[src/hdl/glcw_pkg.sv]
// ----------------------------------------------------------------------------
// glcw_pkg
// Shared widths and types for the grid line cell walker.
// ----------------------------------------------------------------------------
`default_nettype none

package glcw_pkg;

    localparam int COORD_W = 5;   // row or column index on the grid
    localparam int DELTA_W = 6;   // signed end minus start, one axis
    localparam int OFS_W   = 8;   // signed walk offset from the start cell
    localparam int PROD_W  = OFS_W + DELTA_W;
    localparam int CROSS_W = PROD_W + 1;
    localparam int CNT_W   = 6;   // step count and step budget

    typedef logic signed [OFS_W-1:0]   t_ofs;
    typedef logic signed [DELTA_W-1:0] t_delta;
    typedef logic signed [PROD_W-1:0]  t_prod;
    typedef logic signed [CROSS_W-1:0] t_cross;

    // Operands handed to the shared multiplier.
    typedef struct packed {
        logic [OFS_W-1:0]   a;
        logic [DELTA_W-1:0] b;
    } t_mul_req;

endpackage

`default_nettype wire

[src/hdl/glcw_cross_unit.sv]
// ----------------------------------------------------------------------------
// glcw_cross_unit
// Shared signed multiplier with a registered product, used for both terms
// of the cross product in turn.
// ----------------------------------------------------------------------------
`default_nettype none

module glcw_cross_unit (
    input  wire logic              i_clk,
    input  wire glcw_pkg::t_mul_req i_req,
    output glcw_pkg::t_prod        o_prod
);

    glcw_pkg::t_prod r_prod;

    // Both operands are sign-extended to the product width before the multiply.
    always_ff @(posedge i_clk) begin
        r_prod <= glcw_pkg::t_prod'($signed(i_req.a)) * glcw_pkg::t_prod'($signed(i_req.b));
    end

    assign o_prod = r_prod;

endmodule

`default_nettype wire

[src/hdl/grid_line_cell_walker_core.sv]
// ----------------------------------------------------------------------------
// grid_line_cell_walker_core
// Walks the grid cells crossed by a segment and emits one cell per result.
// ----------------------------------------------------------------------------
// For each emitted cell the one multiplier forms ci*dc, then rc*dr, then the
// sign test steps the walk and loads the output register. A request with N
// cells (N up to 62) holds o_stall high throughout, also while the result side
// holds a cell back. Degenerate requests emit no cell.
// Synchronous active-low reset returns to idle and empties the output register.
`default_nettype none

module grid_line_cell_walker_core #(
    parameter int GRID_SIZE = 32
) (
    input  wire logic       i_clk,
    input  wire logic       i_rst_n,
    input  wire logic       i_valid,
    output logic            o_stall,
    input  wire logic [4:0] i_start_row,
    input  wire logic [4:0] i_start_col,
    input  wire logic [4:0] i_end_row,
    input  wire logic [4:0] i_end_col,
    output logic            o_valid,
    input  wire logic       i_stall,
    output logic [4:0]      o_cell_row,
    output logic [4:0]      o_cell_col,
    output logic            o_last_cell
);

    localparam logic [1:0] ST_IDLE  = 2'd0;
    localparam logic [1:0] ST_MUL_A = 2'd1;
    localparam logic [1:0] ST_MUL_B = 2'd2;
    localparam logic [1:0] ST_EMIT  = 2'd3;

    localparam logic [8:0] GRID_LIM = 9'(GRID_SIZE);

    logic [1:0]                      r_state, n_state;
    logic [glcw_pkg::COORD_W-1:0]    r_sr, r_sc;
    glcw_pkg::t_delta                r_dr, r_dc;
    logic signed [1:0]               r_di, r_dj;
    logic [glcw_pkg::CNT_W-1:0]      r_budget, r_count;
    glcw_pkg::t_ofs                  r_rr, r_rc;
    glcw_pkg::t_prod                 r_p1;
    logic                            r_out_valid;
    logic [4:0]                      r_out_row, r_out_col;
    logic                            r_out_last;

    glcw_pkg::t_mul_req              mul_req;
    glcw_pkg::t_prod                 prod;

    glcw_pkg::t_delta                in_dr, in_dc;
    logic [glcw_pkg::DELTA_W-2:0]    abs_dr, abs_dc;
    logic                            off_grid, in_take;
    glcw_pkg::t_ofs                  di_x, dj_x, ci, nxt_rr, nxt_rc;
    glcw_pkg::t_ofs                  dr_x, dc_x;
    glcw_pkg::t_cross                cross_a, cross_b, djdr;
    logic                            a_pos, a_neg, b_pos, b_neg;
    logic [glcw_pkg::CNT_W-1:0]      nxt_count;
    logic                            walk_done, out_free, out_load;

    assign o_stall  = (r_state != ST_IDLE);
    assign in_take  = i_valid && !o_stall;
    assign out_free = !r_out_valid || !i_stall;
    assign out_load = (r_state == ST_EMIT) && out_free;

    // Request decode.
    assign in_dr    = glcw_pkg::t_delta'({1'b0, i_end_row})
                    - glcw_pkg::t_delta'({1'b0, i_start_row});
    assign in_dc    = glcw_pkg::t_delta'({1'b0, i_end_col})
                    - glcw_pkg::t_delta'({1'b0, i_start_col});
    assign abs_dr   = in_dr[glcw_pkg::DELTA_W-1] ? 5'(-in_dr) : in_dr[4:0];
    assign abs_dc   = in_dc[glcw_pkg::DELTA_W-1] ? 5'(-in_dc) : in_dc[4:0];
    assign off_grid = ({4'd0, i_start_row} >= GRID_LIM) || ({4'd0, i_start_col} >= GRID_LIM)
                   || ({4'd0, i_end_row} >= GRID_LIM) || ({4'd0, i_end_col} >= GRID_LIM);

    // Walk arithmetic.
    assign di_x = glcw_pkg::t_ofs'(r_di);
    assign dj_x = glcw_pkg::t_ofs'(r_dj);
    assign dr_x = glcw_pkg::t_ofs'(r_dr);
    assign dc_x = glcw_pkg::t_ofs'(r_dc);
    assign ci   = r_rr + di_x;

    // The rc*dr operands stay applied while a cell waits in ST_EMIT, so the
    // registered product is still valid when the result side releases it.
    always_comb begin
        mul_req.a = ci;
        mul_req.b = r_dc;
        if (r_state == ST_MUL_B || r_state == ST_EMIT) begin
            mul_req.a = r_rc;
            mul_req.b = r_dr;
        end
    end

    glcw_cross_unit u_cross (
        .i_clk  (i_clk),
        .i_req  (mul_req),
        .o_prod (prod)
    );

    // The second cross product differs from the first only by dj*dr.
    always_comb begin
        djdr = '0;
        if (r_dj == 2'sd1) begin
            djdr = glcw_pkg::t_cross'(r_dr);
        end else if (r_dj == -2'sd1) begin
            djdr = -glcw_pkg::t_cross'(r_dr);
        end
    end

    assign cross_a = glcw_pkg::t_cross'(r_p1) - glcw_pkg::t_cross'(prod);
    assign cross_b = cross_a - djdr;
    assign a_neg   = cross_a[glcw_pkg::CROSS_W-1];
    assign a_pos   = !a_neg && (cross_a != '0);
    assign b_neg   = cross_b[glcw_pkg::CROSS_W-1];
    assign b_pos   = !b_neg && (cross_b != '0);

    always_comb begin
        nxt_rr = r_rr;
        nxt_rc = r_rc;
        if ((a_pos && b_pos) || (a_neg && b_neg)) begin
            nxt_rc = r_rc + dj_x;
        end else if ((a_pos && b_neg) || (a_neg && b_pos)) begin
            nxt_rr = r_rr + di_x;
        end else begin
            nxt_rr = r_rr + di_x;
            nxt_rc = r_rc + dj_x;
        end
    end

    assign nxt_count = r_count + 1'b1;
    assign walk_done = ((nxt_rr == dr_x) && (nxt_rc == dc_x)) || (nxt_count >= r_budget);

    always_comb begin
        n_state = r_state;
        case (r_state)
            ST_IDLE: begin
                if (in_take && !off_grid && ((in_dr != '0) || (in_dc != '0))) begin
                    n_state = ST_MUL_A;
                end
            end
            ST_MUL_A: n_state = ST_MUL_B;
            ST_MUL_B: n_state = ST_EMIT;
            ST_EMIT: begin
                if (out_free) begin
                    n_state = walk_done ? ST_IDLE : ST_MUL_A;
                end
            end
            default: n_state = ST_IDLE;
        endcase
    end

    always_ff @(posedge i_clk) begin
        if (!i_rst_n) begin
            r_state     <= ST_IDLE;
            r_out_valid <= 1'b0;
        end else begin
            r_state <= n_state;
            if (out_load) begin
                r_out_valid <= 1'b1;
            end else if (!i_stall) begin
                r_out_valid <= 1'b0;
            end
        end
    end

    always_ff @(posedge i_clk) begin
        if (r_state == ST_IDLE && in_take) begin
            r_sr     <= i_start_row;
            r_sc     <= i_start_col;
            r_dr     <= in_dr;
            r_dc     <= in_dc;
            r_di     <= (in_dr == '0) ? 2'sd0 : (in_dr[glcw_pkg::DELTA_W-1] ? -2'sd1 : 2'sd1);
            r_dj     <= (in_dc == '0) ? 2'sd0 : (in_dc[glcw_pkg::DELTA_W-1] ? -2'sd1 : 2'sd1);
            r_budget <= glcw_pkg::CNT_W'({1'b0, abs_dr} + {1'b0, abs_dc});
            r_count  <= '0;
            r_rr     <= '0;
            r_rc     <= '0;
        end
        if (r_state == ST_MUL_B) begin
            r_p1 <= prod;
        end
        if (out_load) begin
            r_out_row  <= r_sr + r_rr[4:0];
            r_out_col  <= r_sc + r_rc[4:0];
            r_out_last <= walk_done;
            r_rr       <= nxt_rr;
            r_rc       <= nxt_rc;
            r_count    <= nxt_count;
        end
    end

    assign o_valid     = r_out_valid;
    assign o_cell_row  = r_out_row;
    assign o_cell_col  = r_out_col;
    assign o_last_cell = r_out_last;

    // The walk never runs past its step budget.
    a_budget: assert property (@(posedge i_clk) disable iff (!i_rst_n)
        (r_state != ST_IDLE) |-> (r_count < r_budget))
        else $error("walk step count reached its budget while busy");

    // The second product is only formed right after the first.
    a_order: assert property (@(posedge i_clk) disable iff (!i_rst_n)
        (r_state == ST_MUL_B) |-> ($past(r_state) == ST_MUL_A))
        else $error("multiplier sequence out of order");

    // A cell loaded into the output register is presented next cycle.
    a_load: assert property (@(posedge i_clk) disable iff (!i_rst_n)
        out_load |=> o_valid)
        else $error("loaded cell not presented");

    // The final cell of a walk returns the sequencer to idle.
    a_last: assert property (@(posedge i_clk) disable iff (!i_rst_n)
        (out_load && walk_done) |=> (r_state == ST_IDLE) && o_last_cell)
        else $error("walk did not end on its last cell");

endmodule

`default_nettype wire
[config.mk]
export PLATFORM = sky130hd
export DESIGN_NAME = grid_line_cell_walker_core
export DESIGN_NICKNAME = d
export VERILOG_FILES = /design/src/hdl/glcw_pkg.sv /design/src/hdl/glcw_cross_unit.sv /design/src/hdl/grid_line_cell_walker_core.sv
export SDC_FILE = /design/constraint.sdc
export NUM_CORES = 1
export LEC_CHECK = 0
export BUFFER_PORTS_ARGS = -buffer_cell sky130_fd_sc_hd__buf_2
export CORE_ASPECT_RATIO = 0.9
export CORE_MARGIN = 8
export CORE_UTILIZATION = 40
export CTS_BUF_LIST = sky130_fd_sc_hd__clkbuf_8
export DETAILED_ROUTE_END_ITERATION = 8
export PLACE_DENSITY = 0.68
export SYNTH_ARGS = -nofsm -noshare
export SYNTH_HDL_FRONTEND = slang
export SYNTH_SLANG_ARGS = --single-unit
[constraint.sdc]
create_clock -name i_clk -period 12.65 [get_ports i_clk]
set_clock_uncertainty 0.15 [all_clocks]
set_input_delay 3.1625 -clock i_clk [delete_from_list [all_inputs] [get_ports i_clk]]
set_output_delay 3.1625 -clock i_clk [all_outputs]
set_load 0.005 [all_outputs]
==> results by group, run 1 <==
Outcome
  – Outcome: finished, final reports clean

Setup path
  – Worst-case reg-to-reg path depth: 23
  – R2r endpoint: u_cross.o_prod[13]$_DFF_P_
  – Critical Path RT: 12820 ps
  – WP data arrival: 6430 ps
  – CP Launch Type: flip-flop
  – CP startpoint: r_di[1]$_SDFFCE_PN0P_
  – Flop-to-flop setup slack: 6390 ps
  – Setup CP Type: flip-flop to flip-flop
  – Crit Path Max Fanout: 8
  – Critical R2R Launch: r_di[1]$_SDFFCE_PN0P_
  – Worst setup EP type: flip-flop

STA
  – Max Slew Vio Count: 0
  – Final hold violation count: 0
  – Unrepaired setup endpoints after global routing: false
  – Worst-Margin Slew: 853 ps
  – Final critical-path required period: 6260 ps
  – Final setup viols: 0
  – Max frequency: 0.160 GHz
  – Setup_tns: 0 ps
  – Relative slew slack: 43.0%
  – Period utilization: 49.5%

Hold path
  – WHS Path Cells: 0
  – Hold Crit Start: u_cross.o_prod[4]$_DFF_P_
  – Worst hold path type: flip-flop to flip-flop
  – WHS Endpoint: r_p1[4]$_DFFE_PP_

Yosys
  – Synth Area in XOR/XNOR: 7.83%
  – Synth Register Bits: 96
  – Asr flop ratio synth: 0%
  – Syn Inst Count: 929
  – Synth Area in Adders: 24.1%
  – Synth Area in Simple Gates: 14.4%
  – Complex-gate fraction of the synthesized area: 14.9%
  – Synth unique cells: 73
  – Avg Inst Size Synth: 9.76 µm²
  – Synth Flop Type: edfxtp_1
  – Syn nets: 1102
  – Synth Cell Area: 9060 µm²
  – Number of synthesis warnings: 0
  – Mux share of post-synthesis cell area: 3.22%
  – EDFF count, synth: 79
  – Sequential element share of the synthesized area: 29.9%
  – Largest family of logic cells by synthesized area: adder cells

Global routing
  – Initial antenna violation count: 0
  – GRT overflow: 0
  – Tot GR Track Use: 13.9%
  – First-pass GRT wire length: 32000 µm
  – Vias in the first global route: 6665
  – Largest net degree at the start of global routing: 34

CTS
  – Hold_buf cts: 0
  – H-tree Lvls: 3
  – Clock transition at the registers of the reported paths: 90 ps
  – Post-CTS setup buffers: 0
  – CTS tree: yes
  – Root Driver: clkbuf_8
  – Clk_lat worst skew: 390 ps
  – PostCTS Resize Cnt: 0
  – CTS buffer count: 9
  – CTS sink cnt: 96
  – Clock buffer depth: 2

Final layout
  – Fill count: 2178
  – Fin nets: 1132
  – Syn-to-layout area delta: 7.66%
  – Share of layout cells above drive strength 1: 8.61%
  – Diodes inserted: 0

Floorplanning
  – Initial core utilization: 40.5%
  – Overall die width: 175 µm
  – Io pins: 37
  – CORE AREA: 22400 µm²
  – Row count: 52
  – Die Area: 27700 µm²
  – Die Y: 159 µm

Routing
  – DRC violations left: 0
  – Vias: 6656
  – Drt total wl: 19000 µm
  – DRT iter0 DRCs: 467
  – Post-route antenna net violation count: 0
  – Drt first pass iters: 5
  – Vias per Instance: 5.28
  – Routed len/inst: 15.0 µm

Run
  – Max cap viols: 0

Placement
  – Post-DP HPWL: 15100 µm
  – # port buffers: 36
  – Routability cong.: 0.862
kinds of logic (layout without fill, tap and decap cells):
logic type	Yosys count	in the layout
adders and majority gates	149	149
buffers and inverters	128	163
xor gates and xnor gates	81	81
and+or+nand+nor	250	250
DFF	96	96
muxes	28	28
AOI/OAI and AO/OA	197	197
per-layer routing:
metal,part of all wire (%),track usage [%]
met5,0,0
met4,1.2,3.62
met3,3.9,2.44
met2,47,22.7
met1,48,18.6
how the worst max path moves through the flow:
stage | endpoint | depth (start not counted)
finish | u_cross.o_prod[13]$_DFF_P_ | 23
global route | u_cross.o_prod[13]$_DFF_P_ | 23
CTS | u_cross.o_prod[13]$_DFF_P_ | 23
detailed placement | u_cross.o_prod[13]$_DFF_P_ | 23
global placement | u_cross.o_prod[13]$_DFF_P_ | 23
floorplan | u_cross.o_prod[13]$_DFF_P_ | 23
flip-flops by register name, summed over array words and instances, names as in the netlist:
signal and flops:
o_cell_col 5, o_cell_row 5, o_last_cell 1, o_valid 1, r_budget 6, r_count 6
r_dc 6, r_di 2, r_dj 2, r_dr 6, r_p1 14, r_rc 8
r_rr 8, r_sc 5, r_sr 5, r_state 2, u_cross.o_prod 14
Yosys cell counts, drive strengths merged (10+ instances only):
| library cell | instances | area (µm²) |
|---|---|---|
| ha | 106 | 1330 |
| clkbuf | 10 | 37.5 |
| buf | 11 | 70.1 |
| nand2b | 19 | 119 |
| nand4 | 11 | 68.8 |
| a21o | 29 | 218 |
| inv | 107 | 402 |
| nor3 | 14 | 70.1 |
| nand3 | 15 | 75.1 |
| edfxtp | 79 | 2370 |
| dfxtp | 17 | 340 |
| fa | 43 | 861 |
| nor2 | 58 | 218 |
| nand2 | 53 | 206 |
| xor2 | 20 | 175 |
| xnor2 | 61 | 534 |
| a21oi | 64 | 335 |
| mux2i | 19 | 190 |
| o21ai | 33 | 165 |
| nor2b | 24 | 150 |
| and2 | 13 | 81.3 |
layout make-up:
| type | count | area, µm² | area share (%) |
|---|---|---|---|
| Multi-Input combinational cell | 705 | 5840 | 59.9 |
| Clock buffer | 9 | 124 | 1.27 |
| Clock inverter | 7 | 96.3 | 0.987 |
| Inverter | 107 | 402 | 4.12 |
| Timing Repair Buffer | 40 | 210 | 2.15 |
| Tap cell | 297 | 372 | 3.81 |
| Sequential cell | 96 | 2710 | 27.8 |
critical path: stages (launching register included):
cell	delay, ps
edfxtp_1	550
ha_1	360
a21o_1	180
a21oi_1	220
nor2b_1	90
o31a_1	260
a21oi_1	260
mux2_2	270
nand2_1	80
fa_1	500
inv_1	50
fa_1	470
fa_1	580
fa_1	470
ha_1	310
a21o_1	170
a21oi_1	210
o21bai_1	90
a21oi_1	230
o21bai_1	90
a21oi_1	210
o21bai_1	90
a21oi_1	170
xnor2_1	130
cell usage in the layout, fill, tap and decap left out, drive strengths merged, types with 3 or more instances in the layout:
master,count
a2111oi,4
a211oi,5
a21o,29
a21oi,64
a221oi,5
a311oi,3
a31oi,5
and2,13
and3,7
buf,40
clkbuf,9
dfxtp,17
edfxtp,79
fa,43
ha,106
inv,110
mux2,9
mux2i,19
nand2,53
nand2b,19
nand3,15
nand4,11
nor2,58
nor2b,24
nor3,14
nor3b,3
nor4,3
o2111ai,4
o21a,5
o21ai,33
o21bai,8
o22ai,3
o31ai,8
or2,8
or3,3
or4,9
xnor2,61
xor2,20
per-stage QoR:
stage | instance area (µm²) | hold slack, ps | util, % | setup WS (ps) | cells
6_report | 9760 | 288 | 43.6 | 6390 | 1261
5_1_grt | 9760 | 299 | 43.6 | 5970 | 1261
4_1_cts | 9760 | 292 | 43.6 | 6390 | 1261
3_5_place_dp | 9540 | 267 | 42.6 | 6420 | 1245
3_3_place_gp | 9540 | 262 | 42.6 | 6500 | 1245
2_1_floorplan | 9060 | 258 | - | 6830 | 929
Power of run 1 is not shown: default switching activity piles up to over one toggle a cycle in this logic, so the estimate is an artifact.
==> run 2: changes to the inputs <==
==> constraint.sdc (replaced) <==
create_clock -name i_clk -period 6.1 [get_ports i_clk]
set_clock_uncertainty 0.15 [all_clocks]
set_input_delay 1.525 -clock i_clk [delete_from_list [all_inputs] [get_ports i_clk]]
set_output_delay 1.525 -clock i_clk [all_outputs]
set_load 0.005 [all_outputs]
==> results by group, run 2 (synthesis gave the netlist of run 1 again) <==
Outcome
  – Outcome: finished, final reports clean

STA
  – Final hold violation count: 0 (unchanged)
  – Final setup viols: 0 (unchanged)
  – Worst hold slack: 289 ps (+0.772 ps)
  – Relative slew slack: 46.8% (+3.8 points)
  – Unrepaired setup endpoints after global routing: true
  – Setup_tns: 0 ps (unchanged)
  – Max frequency: 0.171 GHz (+7.1%)
  – Final critical-path required period: 5850 ps (-415 ps)
  – Worst-Margin Slew: 776 ps (-77.6 ps)
  – Max Slew Vio Count: 0 (unchanged)
  – Period utilization: 95.9% (+46 points)

Run
  – Max cap viols: 0 (unchanged)

Setup path
  – R2r endpoint: u_cross.o_prod[13]$_DFF_P_
  – CP Launch Type: flip-flop
  – Worst-case reg-to-reg path depth: 22 (-4.3%)
  – Slowest Stage Delay on Critical Path: 570 ps (about the same)
  – Setup CP Type: flip-flop to flip-flop
  – Critical Path RT: 6270 ps (-6550 ps)
  – WP data arrival: 6010 ps (-420 ps)
  – Critical R2R Launch: r_rr[0]$_SDFFCE_PN0P_
  – Worst setup EP type: flip-flop
  – CP max stage cell: fa_1
  – Crit-path cells: ha_1 -> fa_1 -> a21o_1 -> a21oi_2 -> xnor2_1 -> mux2_2 -> nand2b_1 -> fa_1 -> inv_1 -> fa_1 -> fa_1 -> fa_1 -> ha_1 -> a21o_1 -> a21oi_2 -> o21bai_1 -> a21oi_2 -> o21bai_1 -> a21oi_2 -> o21bai_1 -> a21oi_1 -> xnor2_1
  – Flop-to-flop setup slack: 250 ps (-6130 ps)
  – Cell mode on critical path: fa_1
  – Crit Path Max Fanout: 4 (-4)

CTS
  – CTS tree: yes
  – Clock buffer depth: 2 (unchanged)
  – CTS buffer count: 9 (unchanged)
  – Root Driver: clkbuf_8
  – H-tree Lvls: 3 (unchanged)
  – Clk_lat worst skew: 390 ps (about the same)
  – Hold_buf cts: 0 (unchanged)
  – CTS sink cnt: 96 (unchanged)
  – Clock transition at the registers of the reported paths: 100 ps (about the same)

Final layout
  – Fin nets: 1156 (+2.1%)
  – Syn-to-layout area delta: 9.72%
  – Most common cell after layout, fill and taps aside: inv_1
  – Fill count: 2178 (unchanged)
  – Commonest non-fill, non-tap cells in the layout: inv_1, ha_1, edfxtp_1, xnor2_1, nor2_1
  – Share of layout cells above drive strength 1: 11.6% (+3.0 points)
  – Diodes inserted: 0 (unchanged)

Routing
  – Metal-1 WL: 9470 µm (+3.8%)
  – DRT iter0 DRCs: 522 (+12%)
  – Vias: 6748 (+1.4%)
  – Routed wl met2: 8780 µm (-1.1%)
  – Met3 WL: 693 µm (-6.5%)
  – Drt first pass iters: 5 (unchanged)
  – Drt total wl: 19200 µm (+1.1%)
  – Vias per Instance: 5.25 (-0.51%)
  – DR top layer: met4
  – Post-route antenna net violation count: 0 (unchanged)
  – DRC violations left: 0 (unchanged)
  – Routed len/inst: 14.9 µm (-0.77%)

Hold path
  – Worst hold path type: flip-flop to flip-flop
  – WHS Endpoint: r_p1[5]$_DFFE_PP_
  – Hold Crit Start: u_cross.o_prod[5]$_DFF_P_
  – WHS Path Cells: 0 (unchanged)

Floorplanning
  – Die Y: 159 µm (unchanged)
  – Die Area: 27700 µm² (unchanged)
  – Initial core utilization: 40.5% (unchanged)
  – Io pins: 37 (unchanged)
  – CORE AREA: 22400 µm² (unchanged)
  – Row count: 52 (unchanged)
  – Overall die width: 175 µm (unchanged)

Global routing
  – GRT overflow: 0 (unchanged)
  – Tot GR Track Use: 13.8% (-0.053 points)
  – Vias in the first global route: 6530 (-2.0%)
  – Initial antenna violation count: 0 (unchanged)
  – Largest net degree at the start of global routing: 34 (unchanged)
  – First-pass GRT wire length: 32000 µm (+0.15%)

Placement
  – Post-DP HPWL: 15300 µm (+1.2%)
  – Routability cong.: 0.904 (+4.9%)
  – # port buffers: 36 (unchanged)
==> run 2: cell count changes in the layout (fill, tap and decap cells not counted), sizes merged <==
cell / previous run / this run
inv: 110 / 112
clkinv: 2 / 1
bufinv: 2 / 1
buf: 40 / 64
==> run 2: critical path, delay by kind of cell, from the launching register on <==
family / cells / cell delay [ps]
DFF: 1 / 450
adders and majority gates: 7 / 2970
and+or+nand+nor: 1 / 80
xor gates and xnor gates: 2 / 300
buffers and inverters: 1 / 50
muxes: 1 / 200
AOI/OAI and AO/OA: 10 / 1570
==> run 2: per-layer routing <==
| metal | GRT usage (%) | vias to the layer above |
|---|---|---|
| met5 | 0 | - |
| met4 | 3.43 | 0 |
| met3 | 2.16 | 21 |
| met2 | 22.3 | 112 |
| met1 | 19.0 | 3219 |
| li1 | - | 3396 |
==> run 2: how the worst max path moves through the flow <==
stage / from / to / slack [ps] / cells past startpoint
after floorplan: r_di[1]$_SDFFCE_PN0P_ / u_cross.o_prod[13]$_DFF_P_ / 280 / 23
after global placement: r_di[1]$_SDFFCE_PN0P_ / u_cross.o_prod[13]$_DFF_P_ / 170 / 23
after detailed placement: r_di[1]$_SDFFCE_PN0P_ / u_cross.o_prod[13]$_DFF_P_ / 50 / 23
after CTS: r_rr[0]$_SDFFCE_PN0P_ / u_cross.o_prod[13]$_DFF_P_ / 20 / 23
after global routing: r_rr[0]$_SDFFCE_PN0P_ / u_cross.o_prod[13]$_DFF_P_ / -60 / 22
final: r_rr[0]$_SDFFCE_PN0P_ / u_cross.o_prod[13]$_DFF_P_ / 250 / 22
==> run 2: what timing repair did <==
| item | CTS | global route |
|---|---|---|
| endpoints found under the setup margin | 0 | 3 |
| buffers inserted | 0 | 3 |
| hold endpoints to repair | 0 | 0 |
| resized for setup | 0 | 8 |
==> run 2: layout make-up <==
class                      count  area (µm²)  area share (%)
multi-input combinational    705        5870            59.0
sequential                    96        2710            27.3
inverter                     107         402            4.04
timing repair buffer          64         390            3.93
tap                          297         372            3.74
clock buffer                   9         124            1.25
clock inverter                 7        76.3           0.768
==> run 2: metrics by stage <==
step	util [%]	std cells	setup WS [ps]	instance area (µm²)
floorplan	-	929	278	9060
global placement	43.3	1266	172	9690
detailed placement	43.3	1266	53.1	9690
CTS	44.2	1282	23.9	9890
global route	44.4	1285	-60.6	9940
finish	44.4	1285	251	9940
Power of run 2 is left out for the same reason.
